File: src/hw/rtl/csd_pkg.sv
// ----------------------------------------------------------------------------
// csd_pkg
// Shared types and constants of the circular scroll direction detector.
// ----------------------------------------------------------------------------
package csd_pkg;

  localparam int unsigned CoordW = 16;
  localparam int unsigned ThrW   = 16;
  localparam int unsigned StyleW = 2;
  localparam int unsigned KeyW   = 4;
  localparam int unsigned CmdW   = 2;
  localparam int unsigned RunW   = 2;
  localparam int unsigned DiffW  = CoordW + 1;
  localparam int unsigned ProdW  = 2 * DiffW;
  localparam int unsigned CrossW = ProdW + 1;
  localparam int unsigned CfgIdxW  = 1;
  localparam int unsigned CfgDataW = 16;

  typedef enum logic [CmdW-1:0] {
    CMD_SAMPLE  = 2'd0,
    CMD_RESTART = 2'd1,
    CMD_CLEAR   = 2'd2
  } cmd_e;

  typedef enum logic [CfgIdxW-1:0] {
    CFG_TURN_THRESHOLD = 1'd0,
    CFG_REPORT_STYLE   = 1'd1
  } cfg_idx_e;

  localparam logic [StyleW-1:0] STYLE_WHEEL = 2'd0;
  localparam logic [StyleW-1:0] STYLE_KEY   = 2'd1;

  localparam logic [KeyW-1:0] KEY_POSITIVE = 4'd4;
  localparam logic [KeyW-1:0] KEY_NEGATIVE = 4'd8;
  localparam logic [KeyW-1:0] KEY_NONE     = 4'd0;

  localparam logic signed [1:0] STEP_POSITIVE = 2'sd1;
  localparam logic signed [1:0] STEP_NEGATIVE = -2'sd1;
  localparam logic signed [1:0] STEP_NONE     = 2'sd0;

  localparam logic [RunW-1:0] RUN_MAX = 2'd3;
  localparam logic [ThrW-1:0] THR_RESET = 16'd15;

  typedef struct packed {
    logic fire;
    logic clear;
  } step_t;

  typedef struct packed {
    logic decide;
    logic positive;
    logic negative;
  } turn_t;

  typedef struct packed {
    logic              valid;
    logic              direction;
    logic signed [1:0] wheel_step;
    logic [KeyW-1:0]   key_code;
  } res_t;

endpackage

File: src/hw/rtl/csd_geom.sv
// ----------------------------------------------------------------------------
// csd_geom
// Sample phase, point store and cross product. The two products are formed
// and registered when the third point arrives; the fourth sample subtracts
// them and compares against the threshold.
// ----------------------------------------------------------------------------
module csd_geom (
  input  logic                        clk_i,
  input  logic                        rst_ni,
  input  logic                        fire_i,
  input  logic [csd_pkg::CmdW-1:0]    cmd_i,
  input  logic [csd_pkg::CoordW-1:0]  pos_x_i,
  input  logic [csd_pkg::CoordW-1:0]  pos_y_i,
  input  logic [csd_pkg::ThrW-1:0]    thr_i,
  output csd_pkg::turn_t              turn_o
);
  import csd_pkg::*;

  logic [1:0]        phase_q, phase_d;
  logic [CoordW-1:0] x0_q, y0_q, x1_q, y1_q;
  logic signed [ProdW-1:0] prod_a_q, prod_b_q;

  logic signed [DiffW-1:0]  dx1, dy1, dx2, dy2;
  logic signed [ProdW-1:0]  prod_a, prod_b;
  logic signed [CrossW-1:0] cross_val, thr_s;
  logic sample;

  assign sample = fire_i && (cmd_i == CMD_SAMPLE);

  assign dx1 = $signed({1'b0, x1_q})    - $signed({1'b0, x0_q});
  assign dy1 = $signed({1'b0, y1_q})    - $signed({1'b0, y0_q});
  assign dx2 = $signed({1'b0, pos_x_i}) - $signed({1'b0, x0_q});
  assign dy2 = $signed({1'b0, pos_y_i}) - $signed({1'b0, y0_q});
  assign prod_a = ProdW'(dx1) * ProdW'(dy2);
  assign prod_b = ProdW'(dy1) * ProdW'(dx2);

  assign cross_val = CrossW'(prod_a_q) - CrossW'(prod_b_q);
  assign thr_s = $signed({{(CrossW-ThrW){1'b0}}, thr_i});

  assign turn_o.decide   = sample && (phase_q == 2'd3);
  assign turn_o.positive = cross_val > thr_s;
  assign turn_o.negative = cross_val < -thr_s;

  always_comb begin
    phase_d = phase_q;
    if (fire_i) begin
      case (cmd_i)
        CMD_RESTART: phase_d = 2'd0;
        CMD_SAMPLE:  phase_d = phase_q + 2'd1;
        default:     phase_d = phase_q;
      endcase
    end
  end

  always_ff @(posedge clk_i or negedge rst_ni) begin
    if (!rst_ni) begin
      phase_q <= 2'd0;
    end else begin
      phase_q <= phase_d;
    end
  end

  always_ff @(posedge clk_i) begin
    if (sample && phase_q == 2'd0) begin
      x0_q <= pos_x_i;
      y0_q <= pos_y_i;
    end
    if (sample && phase_q == 2'd1) begin
      x1_q <= pos_x_i;
      y1_q <= pos_y_i;
    end
    if (sample && phase_q == 2'd2) begin
      prod_a_q <= prod_a;
      prod_b_q <= prod_b;
    end
  end

endmodule

File: src/hw/rtl/csd_track.sv
// ----------------------------------------------------------------------------
// csd_track
// Run counters and last-direction flag; suppresses isolated reversals and
// formats the result in the selected report style.
// ----------------------------------------------------------------------------
module csd_track (
  input  logic                        clk_i,
  input  logic                        rst_ni,
  input  csd_pkg::step_t              step_i,
  input  csd_pkg::turn_t              turn_i,
  input  logic [csd_pkg::StyleW-1:0]  style_i,
  output csd_pkg::res_t               res_o
);
  import csd_pkg::*;

  logic [RunW-1:0] pos_run_q, pos_run_d, neg_run_q, neg_run_d;
  logic            last_q, last_d;
  logic            emit, neg;

  function automatic logic [RunW-1:0] run_inc(input logic [RunW-1:0] v);
    return (v == RUN_MAX) ? RUN_MAX : v + 1'b1;
  endfunction

  always_comb begin
    pos_run_d = pos_run_q;
    neg_run_d = neg_run_q;
    last_d    = last_q;
    emit      = 1'b0;
    neg       = 1'b0;
    if (step_i.fire && step_i.clear) begin
      pos_run_d = '0;
      neg_run_d = '0;
      last_d    = 1'b0;
    end else if (step_i.fire && turn_i.decide) begin
      if (turn_i.positive) begin
        pos_run_d = run_inc(pos_run_q);
        if (pos_run_q > 2'd1) begin
          last_d    = 1'b0;
          neg_run_d = '0;
          emit      = 1'b1;
        end else begin
          emit = !(last_q && neg_run_q > 2'd2);
        end
      end else if (turn_i.negative) begin
        neg       = 1'b1;
        neg_run_d = run_inc(neg_run_q);
        if (neg_run_q > 2'd1) begin
          last_d    = 1'b1;
          pos_run_d = '0;
          emit      = 1'b1;
        end else begin
          emit = !(!last_q && pos_run_q > 2'd2);
        end
      end
    end
  end

  always_comb begin
    res_o.valid      = emit && (style_i == STYLE_WHEEL || style_i == STYLE_KEY);
    res_o.direction  = neg;
    res_o.wheel_step = STEP_NONE;
    res_o.key_code   = KEY_NONE;
    if (style_i == STYLE_WHEEL) begin
      res_o.wheel_step = neg ? STEP_NEGATIVE : STEP_POSITIVE;
    end else begin
      res_o.key_code = neg ? KEY_NEGATIVE : KEY_POSITIVE;
    end
  end

  always_ff @(posedge clk_i or negedge rst_ni) begin
    if (!rst_ni) begin
      pos_run_q <= '0;
      neg_run_q <= '0;
      last_q    <= 1'b0;
    end else begin
      pos_run_q <= pos_run_d;
      neg_run_q <= neg_run_d;
      last_q    <= last_d;
    end
  end

endmodule

File: src/hw/rtl/circular_scroll_direction_detector_unit.sv
// ----------------------------------------------------------------------------
// circular_scroll_direction_detector_unit
// Groups touch samples in fours and emits scroll steps from the sign of the
// cross product of the first three points.
// ----------------------------------------------------------------------------
// Pipeline: an input transfer passes the input register, then the result
//   register. Throughput: one item per cycle while out_stall_i is low;
//   the products are formed and registered on the third sample, so the
//   fourth only needs a subtract and compare.
// Reset: asynchronous, active low; clears phase, run history, handshake
//   state and loads the configuration defaults. The point store is not reset.
// ----------------------------------------------------------------------------
module circular_scroll_direction_detector_unit (
  input  logic                          clk_i,
  input  logic                          rst_ni,
  input  logic                          cfg_we_i,
  input  logic [csd_pkg::CfgIdxW-1:0]   cfg_idx_i,
  input  logic [csd_pkg::CfgDataW-1:0]  cfg_data_i,
  input  logic                          in_valid_i,
  output logic                          in_stall_o,
  input  logic [csd_pkg::CmdW-1:0]      command_i,
  input  logic [csd_pkg::CoordW-1:0]    pos_x_i,
  input  logic [csd_pkg::CoordW-1:0]    pos_y_i,
  output logic                          out_valid_o,
  input  logic                          out_stall_i,
  output logic                          direction_o,
  output logic signed [1:0]             wheel_step_o,
  output logic [csd_pkg::KeyW-1:0]      key_code_o
);
  import csd_pkg::*;

  logic [ThrW-1:0]   thr_q;
  logic [StyleW-1:0] style_q;

  logic              a_valid_q, a_valid_d;
  logic [CmdW-1:0]   a_cmd_q;
  logic [CoordW-1:0] a_x_q, a_y_q;

  logic   advance, fire, in_xfer;
  step_t  step;
  turn_t  turn;
  res_t   res;

  logic              out_valid_q, out_valid_d;
  logic              dir_q;
  logic signed [1:0] wheel_q;
  logic [KeyW-1:0]   key_q;

  // config
  always_ff @(posedge clk_i or negedge rst_ni) begin
    if (!rst_ni) begin
      thr_q   <= THR_RESET;
      style_q <= STYLE_WHEEL;
    end else if (cfg_we_i) begin
      unique case (cfg_idx_i)
        CFG_TURN_THRESHOLD: thr_q   <= cfg_data_i[ThrW-1:0];
        CFG_REPORT_STYLE:   style_q <= cfg_data_i[StyleW-1:0];
        default: ;
      endcase
    end
  end

  assign advance    = !out_valid_q || !out_stall_i;
  assign fire       = a_valid_q && advance;
  assign in_stall_o = a_valid_q && !advance;
  assign in_xfer    = in_valid_i && !in_stall_o;

  always_comb begin
    a_valid_d = a_valid_q;
    if (in_xfer) begin
      a_valid_d = 1'b1;
    end else if (advance) begin
      a_valid_d = 1'b0;
    end
  end

  always_ff @(posedge clk_i or negedge rst_ni) begin
    if (!rst_ni) begin
      a_valid_q <= 1'b0;
    end else begin
      a_valid_q <= a_valid_d;
    end
  end

  always_ff @(posedge clk_i) begin
    if (in_xfer) begin
      a_cmd_q <= command_i;
      a_x_q   <= pos_x_i;
      a_y_q   <= pos_y_i;
    end
  end

  assign step.fire  = fire;
  assign step.clear = (a_cmd_q == CMD_CLEAR);

  csd_geom u_geom (
    .clk_i   (clk_i),
    .rst_ni  (rst_ni),
    .fire_i  (fire),
    .cmd_i   (a_cmd_q),
    .pos_x_i (a_x_q),
    .pos_y_i (a_y_q),
    .thr_i   (thr_q),
    .turn_o  (turn)
  );

  csd_track u_track (
    .clk_i   (clk_i),
    .rst_ni  (rst_ni),
    .step_i  (step),
    .turn_i  (turn),
    .style_i (style_q),
    .res_o   (res)
  );

  // result register
  always_comb begin
    out_valid_d = out_valid_q;
    if (advance) begin
      out_valid_d = fire && res.valid;
    end
  end

  always_ff @(posedge clk_i or negedge rst_ni) begin
    if (!rst_ni) begin
      out_valid_q <= 1'b0;
    end else begin
      out_valid_q <= out_valid_d;
    end
  end

  always_ff @(posedge clk_i) begin
    if (fire) begin
      dir_q   <= res.direction;
      wheel_q <= res.wheel_step;
      key_q   <= res.key_code;
    end
  end

  assign out_valid_o  = out_valid_q;
  assign direction_o  = dir_q;
  assign wheel_step_o = wheel_q;
  assign key_code_o   = key_q;

endmodule

File: config.mk
export PLATFORM = sky130hd
export DESIGN_NAME = circular_scroll_direction_detector_unit
export DESIGN_NICKNAME = d
export VERILOG_FILES = /design/src/hw/rtl/csd_pkg.sv /design/src/hw/rtl/csd_geom.sv /design/src/hw/rtl/csd_track.sv /design/src/hw/rtl/circular_scroll_direction_detector_unit.sv
export SDC_FILE = /design/constraint.sdc
export NUM_CORES = 2
export LEC_CHECK = 0
export CAP_MARGIN = 20
export CORE_ASPECT_RATIO = 0.8
export CORE_MARGIN = 3
export CORE_UTILIZATION = 36
export CTS_CLUSTER_SIZE = 24
export DETAILED_ROUTE_END_ITERATION = 8
export DONT_BUFFER_PORTS = 1
export GPL_TIMING_DRIVEN = 0
export PLACE_DENSITY = 0.56
export SETUP_SLACK_MARGIN = 0.15
export SYNTH_ARGS = -nofsm -noshare
export SYNTH_HDL_FRONTEND = slang
export SYNTH_HIERARCHICAL = 1
export SYNTH_SLANG_ARGS = --single-unit
export TNS_END_PERCENT = 100
File: constraint.sdc
create_clock -name clk_i -period 9.3 [get_ports clk_i]
set_input_delay 2.79 -clock clk_i [delete_from_list [all_inputs] [get_ports clk_i]]
set_output_delay 2.79 -clock clk_i [all_outputs]
set_load 0.03 [all_outputs]
# Word-level counts from Yosys, hierarchy flattened
# Cells that the tools add are included.
[word_totals]
output_inout_bits = 9
regBits = 200
word_cells = 117
[classes]
eq_ne = 9
n_lt_le_gt_ge = 6
muxes = 33
bitwise_logic = 1
multipliers = 2
addsub = 9
reduce_logical = 37
[ops]
columns = ["operator", "count"]
rows = [
  ["$mul A17 B17 Y34", 2],
  ["$sub A16 B16 Y17", 4],
  ["$gt A35 B17 Y1", 1],
  ["$lt A35 B35 Y1", 1],
  ["$neg A16 Y35", 1],
  ["$sub A34 B34 Y35", 1],
  ["$mux W2", 13],
  ["$mux W1", 18],
  ["$logic_and A1 B1 Y1", 14],
  ["$eq A2 B2 Y1 const B", 5],
  ["$logic_not A1 Y1", 7],
  ["$add A2 B1 Y2 const B", 3],
  ["$eq A2 B1 Y1 const B", 3],
  ["$logic_not A2 Y1", 3],
  ["$reduce_and A2 Y1", 3],
  ["$reduce_and A3 Y1", 2],
  ["$reduce_bool A2 Y1", 3],
  ["$reduce_bool A3 Y1", 2],
  ["$gt A2 B1 Y1 const B", 2],
  ["$gt A2 B2 Y1 const B", 2],
  ["$mux W4", 1],
  ["$pmux W2 S2", 1],
  ["$reduce_and A4 Y1", 1],
  ["$ne A3 B1 Y1 const B", 1],
  ["other kinds (2)", 3],
]

# Longest topological paths before layout
[depth]
ltp_word = 10
ltp_mapped = 37
mapped_depth_nobuf = 35

# Hierarchy
# Netlist, hierarchy kept.
[by_module_without_submodules]
columns = ["module", "n_inst", "seq_area_each_um2", "area_each_um2", "cells_per_inst"]
rows = [
  ["csd_geom", 1, 4013.8, 31966.9, 3422],
  ["circular_scroll_direction_detector_unit", 1, 1736.7, 2069.5, 90],
  ["csd_track", 1, 125.1, 421.7, 53],
]

# Worst setup path before layout
# No wires, ideal clock.
[synth_path]
path_kind = "reg2reg"
start = "reg u_geom.x1_q[0]"
end = "reg u_geom.prod_a_q[31] (data pin)"
path_slack_ps = 1141
stages_incl_launch_ff = 35
path_buffers = 2
required_ps = 9030
arrival_time_ps = 7889
period_less_slack_ps = 8159
cell_sequence = "edfxtp_1 -> inv_1 -> ha_1 -> inv_1 -> fa_1 -> a21o_1 -> a21oi_2 -> o21bai_1 -> a21o_1 -> a21oi_2 -> o211ai_1 -> a21o_1 -> a21oi_4 -> o21a_1 -> buf_4 -> nand2_1 -> fa_1 -> inv_1 -> fa_1 -> fa_1 -> fa_1 -> fa_1 -> inv_1 -> fa_1 -> inv_1 -> ha_1 -> clkbuf_1 -> a21oi_1 -> nor2b_1 -> nor2b_1 -> nor2_1 -> o31ai_1 -> a221o_1 -> a211oi_1 -> a21oi_1"
[synth_between]
elab_chain_cells = 2
[synth_rtl]
columns = ["element", "line", "text"]
rows = [
  ["start, declared", "csd_geom.sv:20", "logic [CoordW-1:0] x0_q, y0_q, x1_q, y1_q;"],
  ["start signal, assigned", "csd_geom.sv:69", "x1_q <= pos_x_i;"],
  ["$sub A16 B16 Y17", "csd_geom.sv:30", "assign dx1 = $signed({1'b0, x1_q}) - $signed({1'b0, x0_q});"],
  ["$mul A17 B17 Y34", "csd_geom.sv:34", "assign prod_a = ProdW'(dx1) * ProdW'(dy2);"],
  ["net u_geom.prod_a[31]", "csd_geom.sv:24", "logic signed [ProdW-1:0] prod_a, prod_b;"],
  ["end signal, assigned", "csd_geom.sv:73", "prod_a_q <= prod_a;"],
  ["end, declared", "csd_geom.sv:21", "logic signed [ProdW-1:0] prod_a_q, prod_b_q;"],
]
# The timed path passes the listed nets, and every way through them passes these cells.
# A chain may end at the register's enable or synchronous reset.

# Worst setup path in the final report
[layout_path]
start = "reg a_y_q[0]"
end = "reg u_geom.prod_a_q[33] (data pin)"
[layout_between]
elab_chain_cells = 2
[layout_rtl]
columns = ["element", "line", "text"]
rows = [
  ["start, declared", "circular_scroll_direction_detector_unit.sv:37", "logic [CoordW-1:0] a_x_q, a_y_q;"],
  ["start signal, assigned", "circular_scroll_direction_detector_unit.sv:89", "a_y_q <= pos_y_i;"],
  ["$sub A16 B16 Y17", "csd_geom.sv:33", "assign dy2 = $signed({1'b0, pos_y_i}) - $signed({1'b0, y0_q});"],
  ["$mul A17 B17 Y34", "csd_geom.sv:34", ""],
  ["net u_geom.prod_a[33]", "csd_geom.sv:24", ""],
]
# The timed path passes the listed nets, and every way through them passes these cells.

==> impl_metrics.csv <==
group,metric,value,unit
sta,rsz0062_at_grt,"no",
sta,worst_slew_pin_slew,1.195,ns
setup_path,reg2reg_from,"a_y_q[0]$_DFFE_PP_",
sta,drv_slew,0,
sta,period_needed,8.912,ns
route,dr.pass1.iters,5,
setup_path,timing.critical_path.mode_cell,"fa_1",
grt,met3_usage,5.398,%
floorplanning,die_h,282.7,um
grt,grt_pass1_wl,148.9,mm
sta,timing.fmax,112.2,MHz
floorplanning,pin_count,65,
route,viasPerCell,5.002,
grt,grt_max_degree,69,
floorplanning,coreArea,93970,um^2
clock_network,cts_max_path_buffers,2,
grt,met1_usage,30.26,%
clock_network,cts_buffers,17,
route,drc,0,
grt,overflow,0,
placed_design,portBuffers,0,
finish,utilization,40.81,%
yosys,avgSynthCellArea,9.666,um^2
floorplanning,row_count,100,
yosys,synth_area,34460,um^2
setup_path,cp.required,9.50,ns
grt,grt.total_usage,19.48,%
finish,final_layout_size_suffix_gt1_share,9.712,%
setup_path,timing.critical_path.slowest_cell_delay,0.58,ns
sta,setup_tns,0,ns
sta,post-route-period-util,95.83,%
grt,first_global_vias,24940,
yosys,synth_edf_count,173,
yosys,ys_seq_area_share,17.05,%
min_path,worstHoldPathType,"flop to flop",
setup_path,r2r-end,"u_geom/prod_a_q[33]$_DFFE_PP_",
floorplanning,floorplan.initialDensity,36.67,%
sta,hold_viol_final,0,
setup_path,slowest_stage,"fa_1",
finish,fin_nets,4642,
sta,finalSetupViolations,0,
yosys,yosysWarnings,6,
clock_network,clk_pin_slew_worst_paths,0.09,ns
sta,hold-worst-slack,0.5084,ns
route,drt-total-wl,95.85,mm
run,drv_cap,0,
floorplanning,fp.dieW,351.9,um
setup_path,cp.arrival,9.11,ns
floorplanning,die_area,99490,um^2
placed_design,finalWeightedCongestion,0.9498,
clock_network,insertion_delay,0.49,ns
yosys,async_reset_ff_share,13.50,%
route,dr.first_iter.drc_count,2078,
min_path,min_from,"a_y_q[10]$_DFFE_PP_",
setup_path,startpoint,"a_y_q[0]$_DFFE_PP_",
grt,busiest_layer,"met1",
setup_path,worst_r2r_path_depth,32,
yosys,synth_cell_types,103,
sta,relSlewSlack,20.03,%
route,via_count,24780,
clock_network,cts_tree,"done",
setup_path,crit_fanout,5,
clock_network,htreeDepth,4,
setup_path,cp-end-kind,"flop",
clock_network,root_buffer,"clkbuf_16",
yosys,syn-instance-count,3565,
placed_design,hpwl,80.18,mm
route,antenna_left,0,
setup_path,start_kind,"flop",
setup_path,r2r_setup_slack,0.39,ns
grt,antenna_found_initial,3,
grt,use_met2,27.28,%
sta,fin_worst_skew,0.02173,ns
finish,area_growth,11.29,%
yosys,ys_ff_latch,200,
route,routedWlPerCell,19.35,um
yosys,synth_ff_type,"edfxtp_1",
outcome,status,"complete, no violations",
clock_network,cts_sinks,200,
setup_path,worstSetupPathType,"flop to flop",
setup_path,endpoint,"u_geom/prod_a_q[33]$_DFFE_PP_",
==> cell type report <==
class	count	area, um^2
buffer	70	441.7
timing repair buffer	77	666.9
sequential	200	5876
clock inverter	15	220.2
fill	9200	55620
multi-input combinational	2547	26300
tap	1275	1595
clock buffer	17	425.4
inverter	750	2821
antenna	2	5.005
==> registers in the layout, summed over array words and instances (netlist names), 4 cells and up <==
signal	cells
a_x_q	16
a_y_q	16
key_code_o	4
thr_q	16
u_geom/prod_a_q	34
u_geom/prod_b_q	34
u_geom/x0_q	16
u_geom/x1_q	16
u_geom/y0_q	16
u_geom/y1_q	16
==> synth_stat cells (23+ instances only) <==
master / instances / area, um^2
nor2_1: 366 / 1374
xor2_1: 56 / 490.5
fa_1: 598 / 11970
a21oi_1: 103 / 515.5
nor2b_1: 33 / 206.5
edfxtp_1: 173 / 5195
nand2b_1: 32 / 200.2
nand3_1: 39 / 195.2
nand2_1: 335 / 1257
a21o_1: 54 / 405.4
ha_1: 325 / 4066
and2_1: 35 / 219.0
inv_1: 749 / 2811
nor3_1: 45 / 225.2
o21ai_0: 62 / 310.3
clkbuf_1: 50 / 187.7
xnor2_1: 131 / 1147
dfrtp_1: 23 / 575.6
==> worst min path at each step <==
stage / slack (ns) / depth (start not counted) / endpoint
after floorplan: 0.45 / 0 / u_geom/x0_q[0]$_DFFE_PP_
after global routing: 0.53 / 0 / u_geom/y0_q[11]$_DFFE_PP_
after global placement: 0.48 / 0 / u_geom/x1_q[15]$_DFFE_PP_
after CTS: 0.52 / 0 / u_geom/x0_q[15]$_DFFE_PP_
after detailed placement: 0.49 / 0 / u_geom/x0_q[15]$_DFFE_PP_
final: 0.51 / 0 / u_geom/y0_q[10]$_DFFE_PP_
==> layout by cell type, fill, tap and decap left out, drive strengths merged, types with 21 or more instances in the layout <==
cell type and n:
clkbuf 65, xnor2 136, nand2b 33, ha 325, nand2 336, nand3 39
fa 598, a211oi 25, nor3 47, dfrtp 23, inv 759, and2 37
o21ai 75, buf 98, edfxtp 173, xor2 57, nor2 376, a21oi 110
nor2b 34, mux2 21, a21o 58
==> repair_timing <==
action | in CTS | in global routing
setup buffers | 20 | 26
cloned | 0 | 2
pin swaps | 9 | 27
gates resized for setup | 61 | 126
hold buffers | 0 | 0
endpoints found under the setup margin | 16 | 17
==> worst max-delay path: cells and delay by family, from the launching register on <==
family	cells	cell delay, ns
compound gates	11	2.38
xor+xnor	2	0.56
flops	1	0.51
fa+ha+maj	9	3.81
simple gates	5	0.76
buf+inv	5	0.60
==> kinds of logic (layout without fill, tap and decap cells) <==
family	count (synthesis)	after routing	synth area share [%]
compound gates	417	417	8.504
simple gates	986	986	12.67
mux	26	26	0.9514
fa+ha+maj	923	923	46.54
xor+xnor	192	193	5.022
other cells	1	4	0.01088
buf+inv	820	929	9.252
flops	200	200	17.05
==> per-stage QoR <==
stage	worst slack, ns	instance area, um^2	instances
after floorplan	1.141	34460	3566
after global placement	-0.9844	36060	4841
after detailed placement	-0.6704	36350	4865
after CTS	0.1527	37510	4917
after global routing	0.1279	38350	4952
final	0.3880	38350	4953
==> metal layers <==
metal	up-vias	part of all wire, %
met4	0	1.0
li1	11430	-
met2	924	40
met5	-	0
met3	56	9.7
met1	12370	50
Power is left out: the tool's default activity adds up to more than one toggle a clock period on the data nets, which glitch-free logic cannot reach.
